<file path="config.mk">
export PLATFORM = sky130hd
export DESIGN_NAME = rms_level_meter
export DESIGN_NICKNAME = d
export VERILOG_FILES = /design/src/rtl/core/rlm_pkg.sv /design/src/rtl/core/rlm_fifo.sv /design/src/rtl/core/rlm_front.sv /design/src/rtl/core/rlm_root.sv /design/src/rtl/core/rlm_back.sv /design/src/rtl/core/rms_level_meter.sv
export SDC_FILE = /design/constraint.sdc
export NUM_CORES = 2
export LEC_CHECK = 0
export ABC_AREA = 1
export ABC_CLOCK_PERIOD_IN_PS = 6200
export BUFFER_PORTS_ARGS = -buffer_cell sky130_fd_sc_hd__buf_2
export CORE_ASPECT_RATIO = 2
export CORE_MARGIN = 2
export CORE_UTILIZATION = 30
export DETAILED_ROUTE_END_ITERATION = 8
export PLACE_DENSITY = 0.57
export SYNTH_ARGS = -nofsm -noshare
export SYNTH_HDL_FRONTEND = slang
export SYNTH_SLANG_ARGS = --single-unit
</file>
<file path="constraint.sdc">
create_clock -name clk -period 6.2 [get_ports clk]
set_clock_uncertainty 0.15 [all_clocks]
set_input_delay 0.62 -clock clk [delete_from_list [all_inputs] [get_ports clk]]
set_output_delay 0.62 -clock clk [all_outputs]
set_load 0.1 [all_outputs]
</file>
<file path="src/rtl/core/rlm_pkg.sv">
// rlm_pkg: shared types and constants of the RMS level meter.
// Depends on nothing; the top level and all rlm_* modules but rlm_checker use it.
`default_nettype none

package rlm_pkg;

  localparam int SUM_W   = 56;          // square accumulator width
  localparam int MAG_W   = 20;          // sample magnitude, up to 16 * 32768
  localparam int SQ_W    = 2 * MAG_W;   // one squared magnitude
  localparam int DIV_W   = SUM_W + 6;   // 36 * sum
  localparam int RAD_W   = 32;          // radicand once the level is known not to clip
  localparam int LVL_W   = 16;
  localparam int STEP_W  = 6;           // counts divide and root iterations

  localparam logic [1:0] FMT_PCM   = 2'd0;
  localparam logic [1:0] FMT_FLOAT = 2'd1;

  localparam logic [MAG_W-1:0] FLOAT_SAT  = MAG_W'(524288);
  localparam logic [7:0]       EXP_SAT    = 8'd131;   // |x| >= 16, inf, NaN
  localparam logic [7:0]       EXP_SHIFT0 = 8'd135;   // shift = 135 - exponent

  typedef struct packed {
    logic [MAG_W-1:0] mag;
    logic             last;
    logic             fmt_ok;
  } item_t;

  typedef enum logic [5:0] {
    ST_IDLE  = 6'b000001,
    ST_SQ    = 6'b000010,
    ST_ACC   = 6'b000100,
    ST_START = 6'b001000,
    ST_ROOT  = 6'b010000,
    ST_OUT   = 6'b100000
  } back_state_t;

  typedef enum logic [3:0] {
    R_IDLE = 4'b0001,
    R_DIV  = 4'b0010,
    R_CHK  = 4'b0100,
    R_SQRT = 4'b1000
  } root_state_t;

endpackage

`default_nettype wire

</file>
<file path="src/rtl/core/rlm_fifo.sv">
// rlm_fifo: small queue of classified samples between front and back.
// Depends on rlm_pkg (item_t). DEPTH must be a power of two.
`default_nettype none

module rlm_fifo #(
  parameter int DEPTH = 4
) (
  input  wire logic          clk,
  input  wire logic          rst_n,
  input  wire logic          push,
  input  rlm_pkg::item_t     push_item,
  output logic               full,
  input  wire logic          pop,
  output rlm_pkg::item_t     head_item,
  output logic               empty
);

  localparam int AW = (DEPTH > 1) ? $clog2(DEPTH) : 1;

  rlm_pkg::item_t mem_r [DEPTH];
  logic [AW:0]    wr_ptr_r;
  logic [AW:0]    rd_ptr_r;

  assign empty     = (wr_ptr_r == rd_ptr_r);
  assign full      = (wr_ptr_r[AW] != rd_ptr_r[AW]) &&
                     (wr_ptr_r[AW-1:0] == rd_ptr_r[AW-1:0]);
  assign head_item = mem_r[rd_ptr_r[AW-1:0]];

  always_ff @(posedge clk) begin
    if (!rst_n) begin
      wr_ptr_r <= '0;
      rd_ptr_r <= '0;
    end else begin
      if (push && !full) begin
        wr_ptr_r <= wr_ptr_r + 1'b1;
      end
      if (pop && !empty) begin
        rd_ptr_r <= rd_ptr_r + 1'b1;
      end
    end
  end

  always_ff @(posedge clk) begin
    if (push && !full) begin
      mem_r[wr_ptr_r[AW-1:0]] <= push_item;
    end
  end

endmodule

`default_nettype wire

</file>
<file path="src/rtl/core/rlm_front.sv">
// rlm_front: format register and sample classification (PCM or float to magnitude).
// Depends on rlm_pkg; feeds rlm_fifo.
`default_nettype none

module rlm_front (
  input  wire logic          clk,
  input  wire logic          rst_n,
  input  wire logic          cfg_we,
  input  wire logic [1:0]    cfg_sample_format,
  input  wire logic          in_push,
  input  wire logic [31:0]   in_sample_word,
  input  wire logic          in_last_sample,
  input  wire logic          q_full,
  output logic               q_push,
  output rlm_pkg::item_t     q_item
);

  logic [1:0]                fmt_r;
  logic [15:0]               pcm_raw;
  logic [16:0]               pcm_mag;
  logic [7:0]                exp_f;
  logic [23:0]               mant_f;
  logic [7:0]                shift_f;
  logic [23:0]               mant_sh;
  logic [rlm_pkg::MAG_W-1:0] flt_mag;

  always_ff @(posedge clk) begin
    if (!rst_n) begin
      fmt_r <= rlm_pkg::FMT_PCM;
    end else if (cfg_we) begin
      fmt_r <= cfg_sample_format;
    end
  end

  // PCM: magnitude of a two's complement 16-bit word (-32768 gives 32768)
  assign pcm_raw = in_sample_word[15:0];
  assign pcm_mag = pcm_raw[15] ? (17'h10000 - {1'b0, pcm_raw}) : {1'b0, pcm_raw};

  // Float: trunc(|x| * 32768) straight from the bit pattern, saturating at |x| >= 16
  assign exp_f   = in_sample_word[30:23];
  assign mant_f  = {1'b1, in_sample_word[22:0]};
  assign shift_f = rlm_pkg::EXP_SHIFT0 - exp_f;
  assign mant_sh = mant_f >> shift_f[4:0];

  always_comb begin
    if (exp_f == 8'd0) begin
      flt_mag = '0;
    end else if (exp_f >= rlm_pkg::EXP_SAT) begin
      flt_mag = rlm_pkg::FLOAT_SAT;
    end else if (shift_f >= 8'd24) begin
      flt_mag = '0;
    end else begin
      flt_mag = mant_sh[rlm_pkg::MAG_W-1:0];
    end
  end

  always_comb begin
    q_item.last   = in_last_sample;
    q_item.fmt_ok = 1'b0;
    q_item.mag    = '0;
    unique case (fmt_r)
      rlm_pkg::FMT_PCM: begin
        q_item.fmt_ok = 1'b1;
        q_item.mag    = rlm_pkg::MAG_W'(pcm_mag);
      end
      rlm_pkg::FMT_FLOAT: begin
        q_item.fmt_ok = 1'b1;
        q_item.mag    = flt_mag;
      end
      default: begin
        q_item.fmt_ok = 1'b0;
        q_item.mag    = '0;
      end
    endcase
  end

  assign q_push = in_push && !q_full;

endmodule

`default_nettype wire

</file>
<file path="src/rtl/core/rlm_root.sv">
// rlm_root: level = min(65535, isqrt(floor(36 * sum / count))), iterative.
// Depends on rlm_pkg. Restoring divide one bit a cycle, then a 16-step root.
`default_nettype none

module rlm_root #(
  parameter int CNT_W = 17
) (
  input  wire logic                       clk,
  input  wire logic                       rst_n,
  input  wire logic                       start,
  input  wire logic [rlm_pkg::SUM_W-1:0]  sum,
  input  wire logic [CNT_W-1:0]           count,
  output logic                            done,
  output logic [rlm_pkg::LVL_W-1:0]       level
);

  localparam int DW = rlm_pkg::DIV_W;
  localparam int RW = rlm_pkg::RAD_W;

  rlm_pkg::root_state_t          state_r;
  logic                          done_r;
  logic [rlm_pkg::LVL_W-1:0]     level_r;
  logic [DW-1:0]                 quo_r;
  logic [CNT_W-1:0]              rem_r;
  logic [CNT_W-1:0]              dvs_r;
  logic [rlm_pkg::STEP_W-1:0]    step_r;
  logic [RW-1:0]                 op_r;
  logic [RW-1:0]                 res_r;
  logic [RW-1:0]                 one_r;

  logic [DW-1:0]                 dividend;
  logic [CNT_W:0]                rem_sh;
  logic                          qbit;
  logic [CNT_W-1:0]              rem_nxt;
  logic [RW:0]                   trial;
  logic                          take;
  logic [RW-1:0]                 res_nxt;

  assign dividend = (DW'(sum) << 5) + (DW'(sum) << 2);

  assign rem_sh  = {rem_r, quo_r[DW-1]};
  assign qbit    = (rem_sh >= {1'b0, dvs_r});
  assign rem_nxt = qbit ? CNT_W'(rem_sh - {1'b0, dvs_r}) : rem_sh[CNT_W-1:0];

  assign trial   = {1'b0, res_r} + {1'b0, one_r};
  assign take    = ({1'b0, op_r} >= trial);
  assign res_nxt = take ? ((res_r >> 1) + one_r) : (res_r >> 1);

  assign done  = done_r;
  assign level = level_r;

  always_ff @(posedge clk) begin
    if (!rst_n) begin
      state_r <= rlm_pkg::R_IDLE;
      done_r  <= 1'b0;
    end else begin
      done_r <= 1'b0;
      unique case (state_r)
        rlm_pkg::R_IDLE: begin
          if (start) begin
            if (count == '0) begin
              level_r <= '0;
              done_r  <= 1'b1;
            end else begin
              quo_r   <= dividend;
              rem_r   <= '0;
              dvs_r   <= count;
              step_r  <= rlm_pkg::STEP_W'(DW - 1);
              state_r <= rlm_pkg::R_DIV;
            end
          end
        end
        rlm_pkg::R_DIV: begin
          rem_r  <= rem_nxt;
          quo_r  <= {quo_r[DW-2:0], qbit};
          step_r <= step_r - 1'b1;
          if (step_r == '0) begin
            state_r <= rlm_pkg::R_CHK;
          end
        end
        rlm_pkg::R_CHK: begin
          // a quotient of 2^32 or more always clips to full scale
          if (|quo_r[DW-1:RW]) begin
            level_r <= '1;
            done_r  <= 1'b1;
            state_r <= rlm_pkg::R_IDLE;
          end else begin
            op_r    <= quo_r[RW-1:0];
            res_r   <= '0;
            one_r   <= RW'(1) << (RW - 2);
            step_r  <= rlm_pkg::STEP_W'(RW / 2 - 1);
            state_r <= rlm_pkg::R_SQRT;
          end
        end
        rlm_pkg::R_SQRT: begin
          if (take) begin
            op_r <= op_r - trial[RW-1:0];
          end
          res_r  <= res_nxt;
          one_r  <= one_r >> 2;
          step_r <= step_r - 1'b1;
          if (step_r == '0) begin
            level_r <= res_nxt[rlm_pkg::LVL_W-1:0];
            done_r  <= 1'b1;
            state_r <= rlm_pkg::R_IDLE;
          end
        end
        default: begin
          state_r <= rlm_pkg::R_IDLE;
        end
      endcase
    end
  end

endmodule

`default_nettype wire

</file>
<file path="src/rtl/core/rlm_back.sv">
// rlm_back: squares, accumulates and counts samples; on a last sample runs
// rlm_root and holds the result for the output side. Depends on rlm_pkg, rlm_root.
`default_nettype none

module rlm_back #(
  parameter int MAX_SAMPLES = 65536,
  parameter int CNT_W       = 17
) (
  input  wire logic                       clk,
  input  wire logic                       rst_n,
  input  wire logic                       q_empty,
  input  rlm_pkg::item_t                  q_item,
  output logic                            q_pop,
  output logic                            out_valid,
  output logic [rlm_pkg::LVL_W-1:0]       out_level,
  output logic                            out_overflowed,
  input  wire logic                       out_take
);

  rlm_pkg::back_state_t           state_r;
  rlm_pkg::item_t                 item_r;
  logic [rlm_pkg::SQ_W-1:0]       sq_r;
  logic [rlm_pkg::SUM_W-1:0]      sum_r;
  logic [CNT_W-1:0]               count_r;
  logic                           ovf_r;
  logic                           out_valid_r;
  logic [rlm_pkg::LVL_W-1:0]      out_level_r;
  logic                           out_ovf_r;

  logic [rlm_pkg::SUM_W:0]        sum_add;
  logic                           at_max;
  logic                           root_start;
  logic                           root_done;
  logic [rlm_pkg::LVL_W-1:0]      root_level;
  logic                           slot_free;

  assign sum_add    = {1'b0, sum_r} + (rlm_pkg::SUM_W + 1)'(sq_r);
  assign at_max     = (count_r >= CNT_W'(MAX_SAMPLES));
  assign q_pop      = (state_r == rlm_pkg::ST_IDLE) && !q_empty;
  assign root_start = (state_r == rlm_pkg::ST_START);
  assign slot_free  = !out_valid_r || out_take;

  rlm_root #(
    .CNT_W (CNT_W)
  ) u_root (
    .clk   (clk),
    .rst_n (rst_n),
    .start (root_start),
    .sum   (sum_r),
    .count (count_r),
    .done  (root_done),
    .level (root_level)
  );

  always_ff @(posedge clk) begin
    if (!rst_n) begin
      state_r     <= rlm_pkg::ST_IDLE;
      sum_r       <= '0;
      count_r     <= '0;
      ovf_r       <= 1'b0;
      out_valid_r <= 1'b0;
    end else begin
      // ST_OUT refills the slot itself when the old result leaves
      if (out_take && (state_r != rlm_pkg::ST_OUT)) begin
        out_valid_r <= 1'b0;
      end
      unique case (state_r)
        rlm_pkg::ST_IDLE: begin
          if (!q_empty) begin
            item_r  <= q_item;
            state_r <= rlm_pkg::ST_SQ;
          end
        end
        rlm_pkg::ST_SQ: begin
          sq_r    <= rlm_pkg::SQ_W'(item_r.mag) * rlm_pkg::SQ_W'(item_r.mag);
          state_r <= rlm_pkg::ST_ACC;
        end
        rlm_pkg::ST_ACC: begin
          // a full buffer drops the sample but a last flag still closes it
          if (at_max) begin
            ovf_r <= 1'b1;
          end else begin
            sum_r   <= sum_add[rlm_pkg::SUM_W] ? '1 : sum_add[rlm_pkg::SUM_W-1:0];
            count_r <= count_r + 1'b1;
          end
          state_r <= item_r.last ? rlm_pkg::ST_START : rlm_pkg::ST_IDLE;
        end
        rlm_pkg::ST_START: begin
          state_r <= rlm_pkg::ST_ROOT;
        end
        rlm_pkg::ST_ROOT: begin
          if (root_done) begin
            state_r <= rlm_pkg::ST_OUT;
          end
        end
        rlm_pkg::ST_OUT: begin
          if (slot_free) begin
            out_valid_r <= 1'b1;
            out_level_r <= item_r.fmt_ok ? root_level : '0;
            out_ovf_r   <= ovf_r;
            sum_r       <= '0;
            count_r     <= '0;
            ovf_r       <= 1'b0;
            state_r     <= rlm_pkg::ST_IDLE;
          end
        end
        default: begin
          state_r <= rlm_pkg::ST_IDLE;
        end
      endcase
    end
  end

  assign out_valid      = out_valid_r;
  assign out_level      = out_level_r;
  assign out_overflowed = out_ovf_r;

endmodule

`default_nettype wire

</file>
<file path="src/rtl/core/rms_level_meter.sv">
// rms_level_meter: top level of the RMS level meter.
// Depends on rlm_pkg, rlm_front, rlm_fifo, rlm_back (and rlm_root below it).
//
//   channel  | ports                                   | beat taken when
//   ---------+-----------------------------------------+-------------------------
//   input    | in_push, in_full, in_sample_word,       | in_push  && !in_full
//            | in_last_sample                          |
//   result   | out_empty, out_pop, out_level,          | out_pop  && !out_empty
//            | out_overflowed                          |
//   config   | cfg_we, cfg_sample_format               | cfg_we
//
// The front converts each sample to a magnitude in the cycle it arrives and
// writes it into a QUEUE_DEPTH-entry queue, so it takes one beat per cycle
// until the queue fills. The back drains the queue one sample at a time: it
// pops, squares and accumulates a sample before it pops the next. A last
// sample adds the level computation: a start state, a restoring divide of
// 36 * sum by the count, a check, an integer root (skipped when the level
// clips), the hand-back of the level and the load of the result register;
// the divide is the longest of these steps.
// One result register holds the level until popped; the back stalls there
// only if an older result waits.
// Reset is synchronous and active low; it clears the queue, the accumulator,
// the result register and sets the format to 16-bit PCM.
`default_nettype none

module rms_level_meter #(
  parameter int MAX_SAMPLES = 65536,
  parameter int QUEUE_DEPTH = 4
) (
  input  wire logic         clk,
  input  wire logic         rst_n,
  input  wire logic         cfg_we,
  input  wire logic [1:0]   cfg_sample_format,
  input  wire logic         in_push,
  output logic              in_full,
  input  wire logic [31:0]  in_sample_word,
  input  wire logic         in_last_sample,
  output logic              out_empty,
  input  wire logic         out_pop,
  output logic [15:0]       out_level,
  output logic              out_overflowed
);

  // wide enough to hold MAX_SAMPLES itself
  localparam int CNT_W = $clog2(MAX_SAMPLES + 1);

  logic           q_push;
  logic           q_full;
  logic           q_pop;
  logic           q_empty;
  rlm_pkg::item_t q_wr_item;
  rlm_pkg::item_t q_rd_item;
  logic           res_valid;

  rlm_front u_front (
    .clk               (clk),
    .rst_n             (rst_n),
    .cfg_we            (cfg_we),
    .cfg_sample_format (cfg_sample_format),
    .in_push           (in_push),
    .in_sample_word    (in_sample_word),
    .in_last_sample    (in_last_sample),
    .q_full            (q_full),
    .q_push            (q_push),
    .q_item            (q_wr_item)
  );

  rlm_fifo #(
    .DEPTH (QUEUE_DEPTH)
  ) u_fifo (
    .clk       (clk),
    .rst_n     (rst_n),
    .push      (q_push),
    .push_item (q_wr_item),
    .full      (q_full),
    .pop       (q_pop),
    .head_item (q_rd_item),
    .empty     (q_empty)
  );

  rlm_back #(
    .MAX_SAMPLES (MAX_SAMPLES),
    .CNT_W       (CNT_W)
  ) u_back (
    .clk            (clk),
    .rst_n          (rst_n),
    .q_empty        (q_empty),
    .q_item         (q_rd_item),
    .q_pop          (q_pop),
    .out_valid      (res_valid),
    .out_level      (out_level),
    .out_overflowed (out_overflowed),
    .out_take       (out_pop && res_valid)
  );

  // hold off the producer while the queue is full
  assign in_full   = q_full;
  assign out_empty = !res_valid;

endmodule

`default_nettype wire

</file>
==> reports/results.ini <==
[status]
status = finished with violations
violations = negative setup slack

[min_path]
hold_path_class = in2reg
min_to = u_fifo.mem_r[3][1]
hold_path_startpoint = in_last_sample
min_path_cells = 1

[sta]
fmax_mhz = 161
slew_headroom_pct = 8.07
finalCritPeriodShare_pct = 100
fin_crit_ns = 6.22
worstMarginPinSlew_ns = 1.38
setup_viol = 2
rsz0062_at_grt = true
setup_tns_ns = -0.0321
final-hold-violation-count = 0
drv_slew = 0
layout_setup_ws_ns = -0.0230

[logic_synthesis]
syn_nets = 6820
synthTopCellsByArea = edfxtp_1 24%, nand2_1 13%, fa_1 12%
synth_top_area_share_pct = 24.2
yosysWarnings = 0
postSynthCellCount = 6159
ys_seq_elements = 458
synthArstFlopShare_pct = 0
synth_top_area_cell = edfxtp_1
avgSynthCellArea_um2 = 7.35
yosysUniqueCellTypes = 56
synth_edf_count = 364
seq_area_frac_synth_pct = 28.3
synth_flop_cell = edfxtp_1
syn-cell-area_mm2 = 0.0452

[floorplan]
dieArea_mm2 = 0.154
initial_core_util_pct = 30.2
die_w_um = 279
fp.dieH_um = 553
core-area_mm2 = 0.150
boundaryPins = 59
row_count = 201

[critical_path]
rrSetupSlack_ns = -0.02
worstPathArrival_ns = 6.47
cp_slowest_cell = fa_2
end_kind = flop
cp_max_fo = 4
reg2reg_to = u_back.sq_r[37]
cp_common_cell = fa_1
rr_startpoint = u_back.item_r[6]
crit_type = reg2reg
reg2reg_depth = 23
cp_cell_sequence = buf_6 > buf_8 > nand2_4 > inv_4 > fa_2 > fa_1 > inv_2 > fa_2 > inv_2 > fa_1 > fa_2 > fa_1 > inv_1 > fa_1 > inv_2 > ha_4 > a21oi_4 > o21a_1 > o21ai_2 > or2_4 > nand2_2 > nand3_2 > xor2_1
cp.required_ns = 6.45
startpoint_type = flop
cp_slowest_stage_delay_ns = 0.56

[drt]
wire_per_inst_um = 19.0
dr_total_vias = 41300
routed_via_density = 4.92
drtAntennaViolNets = 0
route.final.wire_length_mm = 160
route.detailed.drc = 0
dr.pass1.iters = 6
drt-initial-drc-count = 2113

[cts]
cts-root-buf = clkbuf_16
cts_tree = built
hold_buffers = 0
clk-insertion-delay-late_ns = 0.67
clockBufferDepth = 3
cts.sinks = 458
numCtsBuffers = 49
clkTransAtPathRegs_ns = 0.06
cts_max_level = 2

[place]
gp_congestion = 1.02
portBuffers = 57
hpwl_mm = 131
placed_area_mm2 = 0.0495
dp_cells = 8261

[job]
max-cap-violations = 0

[global_route]
grt_use_total_pct = 20.4
overflow = 0
first_global_vias = 43600
antenna_found_initial = 2
grt_max_degree = 75
grt_pass1_wl_mm = 239

[finish]
design_area_mm2 = 0.0528
fin_nets = 7091
multi_input_area_mm2 = 0.0286
area_growth_pct = 16.7
stdcell_count = 8401
num-fill-cells = 15800
seqCellArea_mm2 = 0.0128
layout-drive-gt1-share_pct = 11.5

## cell families after synthesis
| family | share of synthesized area, % |
|---|---|
| XOR/XNOR | 3.62 |
| AO/OA/AOI/OAI | 11.3 |
| adder cells (fa/ha/maj) | 21.8 |
| flip-flops | 28.3 |
| AND/OR/NAND/NOR | 23.8 |
| multiplexers | 0.0664 |
| buffers and inverters | 11.1 |
## worst max-delay path: cells and delay by family, from the launching register on
family,cells,cell delay (ns)
flip-flops,1,0.46
AO/OA/AOI/OAI,3,0.49
AND/OR/NAND/NOR,4,0.46
buffers and inverters,7,0.51
adder cells (fa/ha/maj),8,3.74
XOR/XNOR,1,0.16
## synthesized netlist by cell type (7+ instances only)
master	number
nand4_1	74
or2_2	22
clkbuf_1	102
o22ai_1	28
a21oi_1	355
xnor2_1	67
buf_1	16
o21bai_1	28
o31ai_1	7
o21a_1	10
dfxtp_1	94
edfxtp_1	364
fa_1	281
nor4_1	20
nand2_2	9
nor3_1	64
o211ai_1	7
a21o_1	20
nand3_1	297
nand2_1	1605
o21ai_1	12
nand3b_1	8
buf_2	20
a31oi_1	41
ha_1	340
inv_1	1166
o21ai_0	394
xor2_1	120
nor2_1	512
## worst max-delay path by stage
stage	start	to	slack, ns	cells past startpoint
final	u_back.item_r[6]	u_back.sq_r[37]	-0.02	23
after global routing	u_back.item_r[5]	u_back.sq_r[28]	-0.23	27
after CTS	u_back.item_r[16]	u_back.sq_r[37]	-0.003	25
after detailed placement	u_back.item_r[12]	u_back.sq_r[38]	-0.41	19
after global placement	u_back.item_r[9]	u_back.sq_r[38]	-0.44	21
after floorplan	u_back.item_r[7]	u_back.sq_r[37]	0.0006	22
## layer usage
layer,share of wire (%),track usage (%)
met3,3.0,2.33
met5,0,0
met1,29,15.9
met4,12,20.2
met2,56,41.5
## flip-flops by register name, summed over array words and instances (netlist names), 6 cells and up
signal,count
u_back.u_root.step_r,6
u_back.u_root.quo_r,62
u_back.sq_r,39
u_back.u_root.res_r,32
u_back.sum_r,56
u_back.u_root.one_r,16
u_back.u_root.rem_r,17
u_back.state_r,6
u_back.count_r,17
u_back.u_root.dvs_r,17
u_back.out_level,16
u_fifo.mem_r,88
u_back.u_root.level,16
u_back.u_root.op_r,32
u_back.item_r,22
## final cells by class
type	instances	area share, %
Clock inverter	38	0.853
Tap cell	1928	4.57
Inverter	1173	8.34
Sequential cell	458	24.3
Multi-Input combinational cell	4383	54.2
Clock buffer	54	2.40
Antenna cell	2	0.00948
Timing Repair Buffer	365	5.39
## per-stage QoR
stage	hold WS [ns]	setup slack [ns]	utilization (%)
floorplan	0.259	0.000555	-
finish	0.0547	-0.0230	35.2
global placement	0.291	-0.445	33.0
CTS	0.0268	-0.00310	34.7
global route	0.0349	-0.232	35.2
detailed placement	0.293	-0.411	33.0
## placed cells by master, fill, tap and decap left out, types with 94 or more instances in the layout
master,netlist,layout
inv_1,1166,1127
buf_4,2,261
a21oi_1,355,330
o21ai_0,394,378
edfxtp_1,364,364
dfxtp_1,94,94
fa_1,281,261
ha_1,340,310
nand3_1,297,293
nand2_1,1605,1552
nor2_1,512,486
xor2_1,120,116
## what timing repair did
item                                    4_1_cts  5_1_grt
gates resized for setup                     150      167
gates cloned                                  0        1
setup buffers                                25       25
pin swaps                                    88      104
endpoints found under the setup margin       27       29
Power is not shown: default switching activity piles up to over one toggle a cycle in this logic, so the estimate is an artifact.
